[src/rtl/wisg_pkg.sv]
`timescale 1ns / 1ps
// ----------------------------------------------------------------------------
// wisg_pkg: shared types and constants
// Field widths, the seed table and the job record for the inverse generator.
// ----------------------------------------------------------------------------
package wisg_pkg;

    localparam int WORD_W    = 64;
    localparam int HALF_W    = 32;
    localparam int COUNT_W   = 7;
    localparam int INDEX_W   = 6;
    localparam int MAX_LIMBS = 64;
    localparam int MIN_LIMBS = 2;
    localparam int QUEUE_DEPTH = 2;

    localparam logic [7:0] SEED_TAB [128] = '{
        8'd1,   8'd171, 8'd205, 8'd183, 8'd57,  8'd163, 8'd197, 8'd239,
        8'd241, 8'd27,  8'd61,  8'd167, 8'd41,  8'd19,  8'd53,  8'd223,
        8'd225, 8'd139, 8'd173, 8'd151, 8'd25,  8'd131, 8'd165, 8'd207,
        8'd209, 8'd251, 8'd29,  8'd135, 8'd9,   8'd243, 8'd21,  8'd191,
        8'd193, 8'd107, 8'd141, 8'd119, 8'd249, 8'd99,  8'd133, 8'd175,
        8'd177, 8'd219, 8'd253, 8'd103, 8'd233, 8'd211, 8'd245, 8'd159,
        8'd161, 8'd75,  8'd109, 8'd87,  8'd217, 8'd67,  8'd101, 8'd143,
        8'd145, 8'd187, 8'd221, 8'd71,  8'd201, 8'd179, 8'd213, 8'd127,
        8'd129, 8'd43,  8'd77,  8'd55,  8'd185, 8'd35,  8'd69,  8'd111,
        8'd113, 8'd155, 8'd189, 8'd39,  8'd169, 8'd147, 8'd181, 8'd95,
        8'd97,  8'd11,  8'd45,  8'd23,  8'd153, 8'd3,   8'd37,  8'd79,
        8'd81,  8'd123, 8'd157, 8'd7,   8'd137, 8'd115, 8'd149, 8'd63,
        8'd65,  8'd235, 8'd13,  8'd247, 8'd121, 8'd227, 8'd5,   8'd47,
        8'd49,  8'd91,  8'd125, 8'd231, 8'd105, 8'd83,  8'd117, 8'd31,
        8'd33,  8'd203, 8'd237, 8'd215, 8'd89,  8'd195, 8'd229, 8'd15,
        8'd17,  8'd59,  8'd93,  8'd199, 8'd73,  8'd51,  8'd85,  8'd255
    };

    // One classified request waiting for the back end.
    typedef struct packed {
        logic [WORD_W-1:0]  operand;
        logic [COUNT_W-1:0] count;
        logic               bad;
    } t_job;

    // Queue handshake from front to back.
    typedef struct packed {
        logic valid;
        t_job job;
    } t_queue_out;

endpackage

[src/rtl/wisg_if.sv]
`timescale 1ns / 1ps
// ----------------------------------------------------------------------------
// wisg_if: request and result channels
// Valid/ready channels carrying the operand request and one inverse limb.
// ----------------------------------------------------------------------------
interface wisg_in_if;
    logic                          valid;
    logic                          ready;
    logic [wisg_pkg::WORD_W-1:0]   operand;
    logic [wisg_pkg::COUNT_W-1:0]  limb_count;

    modport source (output valid, output operand, output limb_count, input ready);
    modport sink   (input valid, input operand, input limb_count, output ready);
endinterface

interface wisg_out_if;
    logic                          valid;
    logic                          ready;
    logic [wisg_pkg::WORD_W-1:0]   limb;
    logic [wisg_pkg::INDEX_W-1:0]  limb_index;
    logic                          last;
    logic                          bad_operand;

    modport source (output valid, output limb, output limb_index, output last,
                    output bad_operand, input ready);
    modport sink   (input valid, input limb, input limb_index, input last,
                    input bad_operand, output ready);
endinterface

[src/rtl/wisg_front.sv]
`timescale 1ns / 1ps
// ----------------------------------------------------------------------------
// wisg_front: request intake
// Accepts requests, flags even operands, clamps the limb count and queues them.
// ----------------------------------------------------------------------------
module wisg_front (
    input  logic                   i_clk,
    input  logic                   i_rst_n,
    wisg_in_if.sink                i_in,
    input  logic                   i_pop,
    output wisg_pkg::t_queue_out   o_queue
);

    wisg_pkg::t_job r_slot [wisg_pkg::QUEUE_DEPTH];
    logic       r_wr_ptr, r_rd_ptr;
    logic [1:0] r_fill;
    logic       w_push, w_pop;
    wisg_pkg::t_job w_job;

    always_comb begin
        w_job.operand = i_in.operand;
        w_job.bad     = ~i_in.operand[0];
        if (i_in.limb_count < wisg_pkg::COUNT_W'(wisg_pkg::MIN_LIMBS)) begin
            w_job.count = wisg_pkg::COUNT_W'(wisg_pkg::MIN_LIMBS);
        end else if (i_in.limb_count > wisg_pkg::COUNT_W'(wisg_pkg::MAX_LIMBS)) begin
            w_job.count = wisg_pkg::COUNT_W'(wisg_pkg::MAX_LIMBS);
        end else begin
            w_job.count = i_in.limb_count;
        end
    end

    assign i_in.ready    = (r_fill != 2'(wisg_pkg::QUEUE_DEPTH));
    assign w_push        = i_in.valid && i_in.ready;
    assign w_pop         = i_pop && (r_fill != 2'd0);
    assign o_queue.valid = (r_fill != 2'd0);
    assign o_queue.job   = r_slot[r_rd_ptr];

    always_ff @(posedge i_clk) begin
        if (!i_rst_n) begin
            r_wr_ptr <= 1'b0;
            r_rd_ptr <= 1'b0;
            r_fill   <= 2'd0;
        end else begin
            if (w_push) begin
                r_wr_ptr <= ~r_wr_ptr;
            end
            if (w_pop) begin
                r_rd_ptr <= ~r_rd_ptr;
            end
            r_fill <= r_fill + 2'(w_push) - 2'(w_pop);
        end
    end

    always_ff @(posedge i_clk) begin
        if (w_push) begin
            r_slot[r_wr_ptr] <= w_job;
        end
    end

endmodule

[src/rtl/wisg_mul.sv]
`timescale 1ns / 1ps
// ----------------------------------------------------------------------------
// wisg_mul: multi-cycle 64x64 multiplier
// Forms the full 128-bit product from four 32x32 partial products.
// ----------------------------------------------------------------------------
module wisg_mul (
    input  logic                          i_clk,
    input  logic                          i_rst_n,
    input  logic                          i_start,
    input  logic [wisg_pkg::WORD_W-1:0]   i_a,
    input  logic [wisg_pkg::WORD_W-1:0]   i_b,
    output logic                          o_done,
    output logic [2*wisg_pkg::WORD_W-1:0] o_product
);

    logic [wisg_pkg::WORD_W-1:0]   r_a, r_b;
    logic [2*wisg_pkg::WORD_W-1:0] r_acc;
    logic [1:0]                    r_k;
    logic                          r_busy, r_done;
    logic [wisg_pkg::HALF_W-1:0]   w_ha, w_hb;
    logic [wisg_pkg::WORD_W-1:0]   w_pp;
    logic [2*wisg_pkg::WORD_W-1:0] w_addend;

    assign w_ha = r_k[0] ? r_a[wisg_pkg::WORD_W-1:wisg_pkg::HALF_W]
                         : r_a[wisg_pkg::HALF_W-1:0];
    assign w_hb = r_k[1] ? r_b[wisg_pkg::WORD_W-1:wisg_pkg::HALF_W]
                         : r_b[wisg_pkg::HALF_W-1:0];
    assign w_pp = w_ha * w_hb;

    always_comb begin
        case (r_k)
            2'd0:    w_addend = {64'd0, w_pp};
            2'd3:    w_addend = {w_pp, 64'd0};
            default: w_addend = {32'd0, w_pp, 32'd0};
        endcase
    end

    assign o_done    = r_done;
    assign o_product = r_acc;

    always_ff @(posedge i_clk) begin
        if (!i_rst_n) begin
            r_busy <= 1'b0;
            r_done <= 1'b0;
            r_k    <= 2'd0;
        end else if (i_start) begin
            r_busy <= 1'b1;
            r_done <= 1'b0;
            r_k    <= 2'd0;
        end else if (r_busy) begin
            r_k <= r_k + 2'd1;
            if (r_k == 2'd3) begin
                r_busy <= 1'b0;
                r_done <= 1'b1;
            end
        end else begin
            r_done <= 1'b0;
        end
    end

    always_ff @(posedge i_clk) begin
        if (i_start) begin
            r_a   <= i_a;
            r_b   <= i_b;
            r_acc <= '0;
        end else if (r_busy) begin
            r_acc <= r_acc + w_addend;
        end
    end

endmodule

[src/rtl/wisg_back.sv]
`timescale 1ns / 1ps
// ----------------------------------------------------------------------------
// wisg_back: inverse sequencer
// Runs the Newton refinement and the limb recurrence on the shared multiplier.
// ----------------------------------------------------------------------------
module wisg_back (
    input  logic                 i_clk,
    input  logic                 i_rst_n,
    input  wisg_pkg::t_queue_out i_queue,
    output logic                 o_pop,
    wisg_out_if.source           o_out
);

    localparam logic [1:0] S_IDLE = 2'd0;
    localparam logic [1:0] S_MUL  = 2'd1;
    localparam logic [1:0] S_EMIT = 2'd2;

    localparam logic [3:0] ST_Y0   = 4'd0;
    localparam logic [3:0] ST_R1   = 4'd1;
    localparam logic [3:0] ST_Y1   = 4'd2;
    localparam logic [3:0] ST_R2   = 4'd3;
    localparam logic [3:0] ST_Y2   = 4'd4;
    localparam logic [3:0] ST_R3   = 4'd5;
    localparam logic [3:0] ST_HIGH = 4'd6;
    localparam logic [3:0] ST_LIMB = 4'd7;
    localparam logic [3:0] ST_CARRY = 4'd8;

    localparam int W = wisg_pkg::WORD_W;

    logic [1:0]  r_state, n_state;
    logic [3:0]  r_step, n_step;
    logic [W-1:0] r_a, n_a, r_r, n_r, r_y, n_y, r_h, n_h, r_ninv, n_ninv;
    logic [W-1:0] r_limb, n_limb;
    logic [wisg_pkg::COUNT_W-1:0] r_n, n_n, r_i, n_i;
    logic        r_bad, n_bad;

    logic        r_ovalid;
    logic [W-1:0] r_olimb;
    logic [wisg_pkg::INDEX_W-1:0] r_oindex;
    logic        r_olast, r_obad;

    logic        w_start, w_done, w_load, w_last;
    logic [W-1:0] w_ma, w_mb, w_lo, w_hi, w_sum;
    logic [2*W-1:0] w_prod;

    wisg_mul u_mul (
        .i_clk     (i_clk),
        .i_rst_n   (i_rst_n),
        .i_start   (w_start),
        .i_a       (w_ma),
        .i_b       (w_mb),
        .o_done    (w_done),
        .o_product (w_prod)
    );

    assign w_lo   = w_prod[W-1:0];
    assign w_hi   = w_prod[2*W-1:W];
    assign w_sum  = r_h + w_lo;
    assign w_load = (r_state == S_EMIT) && (!r_ovalid || o_out.ready);
    assign w_last = r_bad || (r_i == r_n - wisg_pkg::COUNT_W'(1));

    always_comb begin
        n_state = r_state;
        n_step  = r_step;
        n_a     = r_a;
        n_r     = r_r;
        n_y     = r_y;
        n_h     = r_h;
        n_ninv  = r_ninv;
        n_limb  = r_limb;
        n_n     = r_n;
        n_i     = r_i;
        n_bad   = r_bad;
        w_start = 1'b0;
        w_ma    = r_r;
        w_mb    = r_a;
        o_pop   = 1'b0;
        unique case (r_state)
            S_IDLE: begin
                if (i_queue.valid) begin
                    o_pop = 1'b1;
                    n_a   = i_queue.job.operand;
                    n_n   = i_queue.job.count;
                    n_bad = i_queue.job.bad;
                    n_i   = '0;
                    if (i_queue.job.bad) begin
                        n_limb  = '0;
                        n_state = S_EMIT;
                    end else begin
                        n_r     = W'(wisg_pkg::SEED_TAB[i_queue.job.operand[7:1]]);
                        w_start = 1'b1;
                        w_ma    = n_a;
                        w_mb    = n_r;
                        n_step  = ST_Y0;
                        n_state = S_MUL;
                    end
                end
            end
            S_MUL: begin
                if (w_done) begin
                    w_start = 1'b1;
                    unique case (r_step)
                        ST_Y0: begin
                            n_y = W'(1) - w_lo;
                            w_ma = r_r; w_mb = W'(2) - w_lo; n_step = ST_R1;
                        end
                        ST_R1: begin
                            n_r = w_lo;
                            w_ma = r_y; w_mb = r_y; n_step = ST_Y1;
                        end
                        ST_Y1: begin
                            n_y = w_lo;
                            w_ma = r_r; w_mb = w_lo + W'(1); n_step = ST_R2;
                        end
                        ST_R2: begin
                            n_r = w_lo;
                            w_ma = r_y; w_mb = r_y; n_step = ST_Y2;
                        end
                        ST_Y2: begin
                            n_y = w_lo;
                            w_ma = r_r; w_mb = w_lo + W'(1); n_step = ST_R3;
                        end
                        ST_R3: begin
                            n_r = w_lo;
                            w_ma = w_lo; w_mb = r_a; n_step = ST_HIGH;
                        end
                        ST_HIGH: begin
                            w_start = 1'b0;
                            n_h     = w_hi;
                            n_ninv  = W'(0) - r_r;
                            n_limb  = r_r;
                            n_state = S_EMIT;
                        end
                        ST_LIMB: begin
                            w_start = 1'b0;
                            n_limb  = w_lo;
                            n_state = S_EMIT;
                        end
                        ST_CARRY: begin
                            n_h    = w_hi + W'(w_sum < w_lo);
                            n_i    = r_i + wisg_pkg::COUNT_W'(1);
                            w_ma   = r_ninv;
                            w_mb   = n_h;
                            n_step = ST_LIMB;
                        end
                        default: begin
                            w_start = 1'b0;
                            n_state = S_IDLE;
                        end
                    endcase
                end
            end
            S_EMIT: begin
                if (w_load) begin
                    if (w_last) begin
                        n_state = S_IDLE;
                    end else if (r_step == ST_HIGH) begin
                        n_i     = r_i + wisg_pkg::COUNT_W'(1);
                        w_start = 1'b1;
                        w_ma    = r_ninv;
                        w_mb    = r_h;
                        n_step  = ST_LIMB;
                        n_state = S_MUL;
                    end else begin
                        w_start = 1'b1;
                        w_ma    = r_limb;
                        w_mb    = r_a;
                        n_step  = ST_CARRY;
                        n_state = S_MUL;
                    end
                end
            end
            default: n_state = S_IDLE;
        endcase
    end

    always_ff @(posedge i_clk) begin
        if (!i_rst_n) begin
            r_state  <= S_IDLE;
            r_step   <= ST_Y0;
            r_ovalid <= 1'b0;
        end else begin
            r_state <= n_state;
            r_step  <= n_step;
            if (w_load) begin
                r_ovalid <= 1'b1;
            end else if (o_out.ready) begin
                r_ovalid <= 1'b0;
            end
        end
    end

    always_ff @(posedge i_clk) begin
        r_a    <= n_a;
        r_r    <= n_r;
        r_y    <= n_y;
        r_h    <= n_h;
        r_ninv <= n_ninv;
        r_limb <= n_limb;
        r_n    <= n_n;
        r_i    <= n_i;
        r_bad  <= n_bad;
        if (w_load) begin
            r_olimb  <= r_limb;
            r_oindex <= r_i[wisg_pkg::INDEX_W-1:0];
            r_olast  <= w_last;
            r_obad   <= r_bad;
        end
    end

    assign o_out.valid       = r_ovalid;
    assign o_out.limb        = r_olimb;
    assign o_out.limb_index  = r_oindex;
    assign o_out.last        = r_olast;
    assign o_out.bad_operand = r_obad;

endmodule

[src/rtl/word_inverse_series_gen.sv]
`timescale 1ns / 1ps
// ----------------------------------------------------------------------------
// word_inverse_series_gen: limb-serial inverse modulo 2^(64n)
// Top level: request queue, sequencer and result register.
// ----------------------------------------------------------------------------
// Each request carries an odd 64-bit operand and a limb count n (clamped to
// 2..64); the block returns the n limbs of operand^-1 mod 2^(64n), least
// significant first, with last set on the final limb. An even operand yields a
// single result with limb 0, index 0, last and bad_operand set. All products
// go through one 64x64 multiplier that takes four 32x32 steps. Limb 0 needs
// seven dependent multiplies (seed refinement plus the first high word), limb 1
// needs one more and each later limb needs two; an even operand needs none.
// A two-entry request queue lets the next requests be accepted while a run is
// in progress, and the result register holds one limb while the next is
// computed.
module word_inverse_series_gen (
    input  logic        i_clk,
    input  logic        i_rst_n,
    wisg_in_if.sink     i_in,
    wisg_out_if.source  o_out
);

    wisg_pkg::t_queue_out w_queue;
    logic                 w_pop;

    // Intake: classify the request and hold it until the sequencer is free.
    wisg_front u_front (
        .i_clk   (i_clk),
        .i_rst_n (i_rst_n),
        .i_in    (i_in),
        .i_pop   (w_pop),
        .o_queue (w_queue)
    );

    // Sequencer: Newton refinement, then the limb recurrence.
    wisg_back u_back (
        .i_clk   (i_clk),
        .i_rst_n (i_rst_n),
        .i_queue (w_queue),
        .o_pop   (w_pop),
        .o_out   (o_out)
    );

endmodule

[src/flat_wrapper.sv]
// flat-port wrapper written by rule: the top's interface ports become plain ports
module word_inverse_series_gen_flat 
  (i_clk, i_rst_n, i_in_valid, i_in_operand, i_in_limb_count, i_in_ready, o_out_valid, o_out_limb, o_out_limb_index, o_out_last, o_out_bad_operand, o_out_ready);
  wisg_in_if i_in_i ();
  wisg_out_if o_out_i ();
  input  logic i_clk;
  input  logic i_rst_n;
  input wire logic [$bits(i_in_i.valid)-1:0] i_in_valid;
  input wire logic [$bits(i_in_i.operand)-1:0] i_in_operand;
  input wire logic [$bits(i_in_i.limb_count)-1:0] i_in_limb_count;
  output wire logic [$bits(i_in_i.ready)-1:0] i_in_ready;
  output wire logic [$bits(o_out_i.valid)-1:0] o_out_valid;
  output wire logic [$bits(o_out_i.limb)-1:0] o_out_limb;
  output wire logic [$bits(o_out_i.limb_index)-1:0] o_out_limb_index;
  output wire logic [$bits(o_out_i.last)-1:0] o_out_last;
  output wire logic [$bits(o_out_i.bad_operand)-1:0] o_out_bad_operand;
  input wire logic [$bits(o_out_i.ready)-1:0] o_out_ready;
  assign i_in_i.valid = i_in_valid;
  assign i_in_i.operand = i_in_operand;
  assign i_in_i.limb_count = i_in_limb_count;
  assign i_in_ready = i_in_i.ready;
  assign o_out_valid = o_out_i.valid;
  assign o_out_limb = o_out_i.limb;
  assign o_out_limb_index = o_out_i.limb_index;
  assign o_out_last = o_out_i.last;
  assign o_out_bad_operand = o_out_i.bad_operand;
  assign o_out_i.ready = o_out_ready;
  word_inverse_series_gen u_core (.i_clk(i_clk), .i_rst_n(i_rst_n), .i_in(i_in_i), .o_out(o_out_i));
endmodule
[config.mk]
export PLATFORM = sky130hd
export DESIGN_NAME = word_inverse_series_gen_flat
export DESIGN_NICKNAME = d
export VERILOG_FILES = /design/src/rtl/wisg_pkg.sv /design/src/rtl/wisg_if.sv /design/src/rtl/wisg_front.sv /design/src/rtl/wisg_mul.sv /design/src/rtl/wisg_back.sv /design/src/rtl/word_inverse_series_gen.sv /design/src/flat_wrapper.sv
export SDC_FILE = /design/constraint.sdc
export NUM_CORES = 2
export LEC_CHECK = 0
export BUFFER_PORTS_ARGS = -buffer_cell sky130_fd_sc_hd__buf_2
export CAP_MARGIN = 15
export CORE_ASPECT_RATIO = 1.5
export CORE_UTILIZATION = 30
export CTS_BUF_LIST = sky130_fd_sc_hd__clkbuf_8
export CTS_CLUSTER_DIAMETER = 40
export DETAILED_ROUTE_END_ITERATION = 8
export GPL_TIMING_DRIVEN = 0
export SYNTH_ARGS = -nofsm -noshare
export SYNTH_HDL_FRONTEND = slang
export SYNTH_SLANG_ARGS = --single-unit
[constraint.sdc]
create_clock -name i_clk -period 16.55 [get_ports i_clk]
set_input_delay 3.31 -clock i_clk [delete_from_list [all_inputs] [get_ports i_clk]]
set_output_delay 3.31 -clock i_clk [all_outputs]
set_load 0.01 [all_outputs]
==> reports/metrics.cfg <==
[synthesis]
ys_warn_count=0
synth.distinct_cells=98
synth_edf_count=743
yosys-top-cells-area=edfxtp_1, fa_1, ha_1, nor2_1, nand2_1
ys_async_sr_fraction=0
netlist_instances=10600
synth-seq-cells=887
synth_top_cell_by_area=edfxtp_1
ys.flop_type=edfxtp_1
netlist_area_sq_um=94000
syn_nets=12100
avgSynthCellArea_sq_um=8.86
synth_common_cells=nor2_1, nand2_1, inv_1, fa_1, edfxtp_1
synth.yosys.seq_area_share=0.268
synth_top_area_frac=0.237
yosysMostFrequentCell=nor2_1

[global_route]
antenna_found_initial=38
grt_max_degree=55
grt_pass1_vias=86900
grt_overflow=0
track_usage=0.320
grt_pass1_wl_um=694000

[critical_path]
required_ns=17.30
worst-setup-path-type=flop to flop
cpPeakStageDelay_ns=1.09
critPathMaxFanout=10
worst_setup_path_start_kind=flop
crit_arrival_ns=17.38
cpMostUsedCell=fa_1
cp-end-kind=flop
crit_slowest_cell=clkbuf_1

[cells_and_area]
drive_gt1_frac=0.0645
utilization=0.335
synthToLayoutAreaGrowth_pct=11.1
nets=12500

[clock_network]
cts_num_sinks=887
clkTransAtPathRegs_ns=0.07
ctsHoldBuffers=0
cts_max_path_buffers=4
h-tree-depth=4
cts-root-buf=clkbuf_8
cts_made_buffers=148
cts_tree=yes
worstSkewPairLatency_ns=0.96

[placement]
pre_cts_ws_ns=-0.191
dp_hpwl_um=414000
finalWeightedCongestion=1.09
io_buffers=148

[run_status]
status=complete, but fails checks
violations=design-rule violations, max-capacitance violations, max-slew violations, negative setup slack

[floorplan]
die-height_um=688
rows=251
die_area_sq_um=316000
core_sq_um=312000
die_w_um=459
initial_core_util=0.302
io_pins=149

[detailed_routing]
drt-initial-drc-count=10900
dr_total_vias=87200
drtAntennaViolNets=0
drt-pass1-iter-count=9
drc_errors=18
routed_wl_um=511000
viasPerCell=5.70
routedWlPerCell_um=33.4

[sta]
maxSlewViolCount=4
setup_ws_ns=-0.0802
slew_headroom=-0.0101
fmax_mhz=60.1
setup_viol=1
finalHoldViolCount=0
min_period_over_period=1.00
hold_slack_ns=0.460
tightestPinTransition_ns=1.50
rsz0062_at_grt=no
finalCriticalPeriod_ns=16.63
clock_skew_ns=0.103

[worst_hold_path]
min_path_type=flop to flop

[run]
maxCapViolations=1

final timing paths:
check / from / end / slack, ns / cells after the start
hold reg to reg: u_core.u_back.r_limb[48] / u_core.u_back.o_out.limb[48] / 0.46 / 0
hold / removal: u_core.u_back.r_limb[48] / u_core.u_back.o_out.limb[48] / 0.46 / 0
setup / recovery: u_core.u_back.u_mul.r_k[1] / u_core.u_back.u_mul.o_product[124] / -0.08 / 41
setup reg to reg: u_core.u_back.u_mul.r_k[1] / u_core.u_back.u_mul.o_product[124] / -0.08 / 41
repair_timing:
action                                  CTS  global route
gates resized for setup                   3            42
setup buffers                             0             0
endpoints found under the setup margin    6            47
state kept, by name, indices dropped and copies added (netlist names), 4 cells and up, named ones only:
signal / count
u_core.u_back.r_a: 64
u_core.u_back.r_h: 64
u_core.u_front.r_slot: 144
u_core.u_back.o_out.limb: 64
u_core.u_back.r_n: 7
u_core.u_back.u_mul.o_product: 128
u_core.u_back.r_step: 4
u_core.u_back.o_out.limb_index: 6
u_core.u_back.r_limb: 64
u_core.u_back.r_r: 64
u_core.u_back.r_y: 64
u_core.u_back.r_ninv: 64
u_core.u_back.u_mul.r_b: 64
u_core.u_back.u_mul.r_a: 64
u_core.u_back.r_i: 7
layout make-up:
cell class                      instances  area, sq um
Fill cell                           33100       207000
Multi-Input combinational cell       7998        62500
Sequential cell                       887        25200
Tap cell                             4174         5220
Inverter                             1016         3820
Buffer                                710         2750
Timing Repair Buffer                  245         2120
Clock buffer                          154         2120
Clock inverter                         94          668
Antenna cell                           15         37.5
cell usage in the layout (no fill, tap or decap), drive strengths merged, types with 132 or more instances in the layout:
master / instances
fa: 898
xnor2: 411
buf: 321
and2: 151
clkbuf: 785
nand3: 148
dfxtp: 144
a21o: 206
mux2i: 165
ha: 543
nand4: 169
nand2: 1260
o21ai: 479
edfxtp: 743
mux2: 132
a21oi: 588
inv: 1039
xor2: 168
nor2: 1377
critical path: cells and delay by family (launching register included):
kind            cells  cell delay, ns
flops               1            0.52
mux                 1            0.97
compound gates     15            6.09
simple gates        5            0.85
xor+xnor            1            0.34
fa+ha+maj          10            4.80
buf+inv             9            2.89
through the flow:
| stage | instances | TNS, ns | area (sq um) |
|---|---|---|---|
| 3_3_place_gp | 14900 | -222.49 | 100000 |
| 5_1_grt | 15300 | 0 | 104000 |
| 3_5_place_dp | 15000 | -0.374 | 101000 |
| 6_report | 15300 | -0.0802 | 104000 |
| 4_1_cts | 15200 | 0 | 104000 |
| 2_1_floorplan | 10600 | 0 | 94000 |
routing by layer:
| metal | vias up | part of all wire | global-route usage |
|---|---|---|---|
| met5 | - | 0.00026 | 0 |
| met4 | 18 | 0.14 | 0.358 |
| met3 | 2047 | 0.074 | 0.0566 |
| met2 | 5278 | 0.47 | 0.533 |
| met1 | 43000 | 0.31 | 0.320 |
| li1 | 36800 | - | - |
cells by family after synthesis:
kind of cell	Yosys count	synth area share
simple gates	3636	0.171
compound gates	2044	0.140
flops	887	0.268
mux	298	0.0336
fa+ha+maj	1441	0.263
buf+inv	1727	0.0694
xor+xnor	579	0.0539
Power is not shown: default switching activity piles up to over one toggle a cycle in this logic, so the estimate is an artifact.
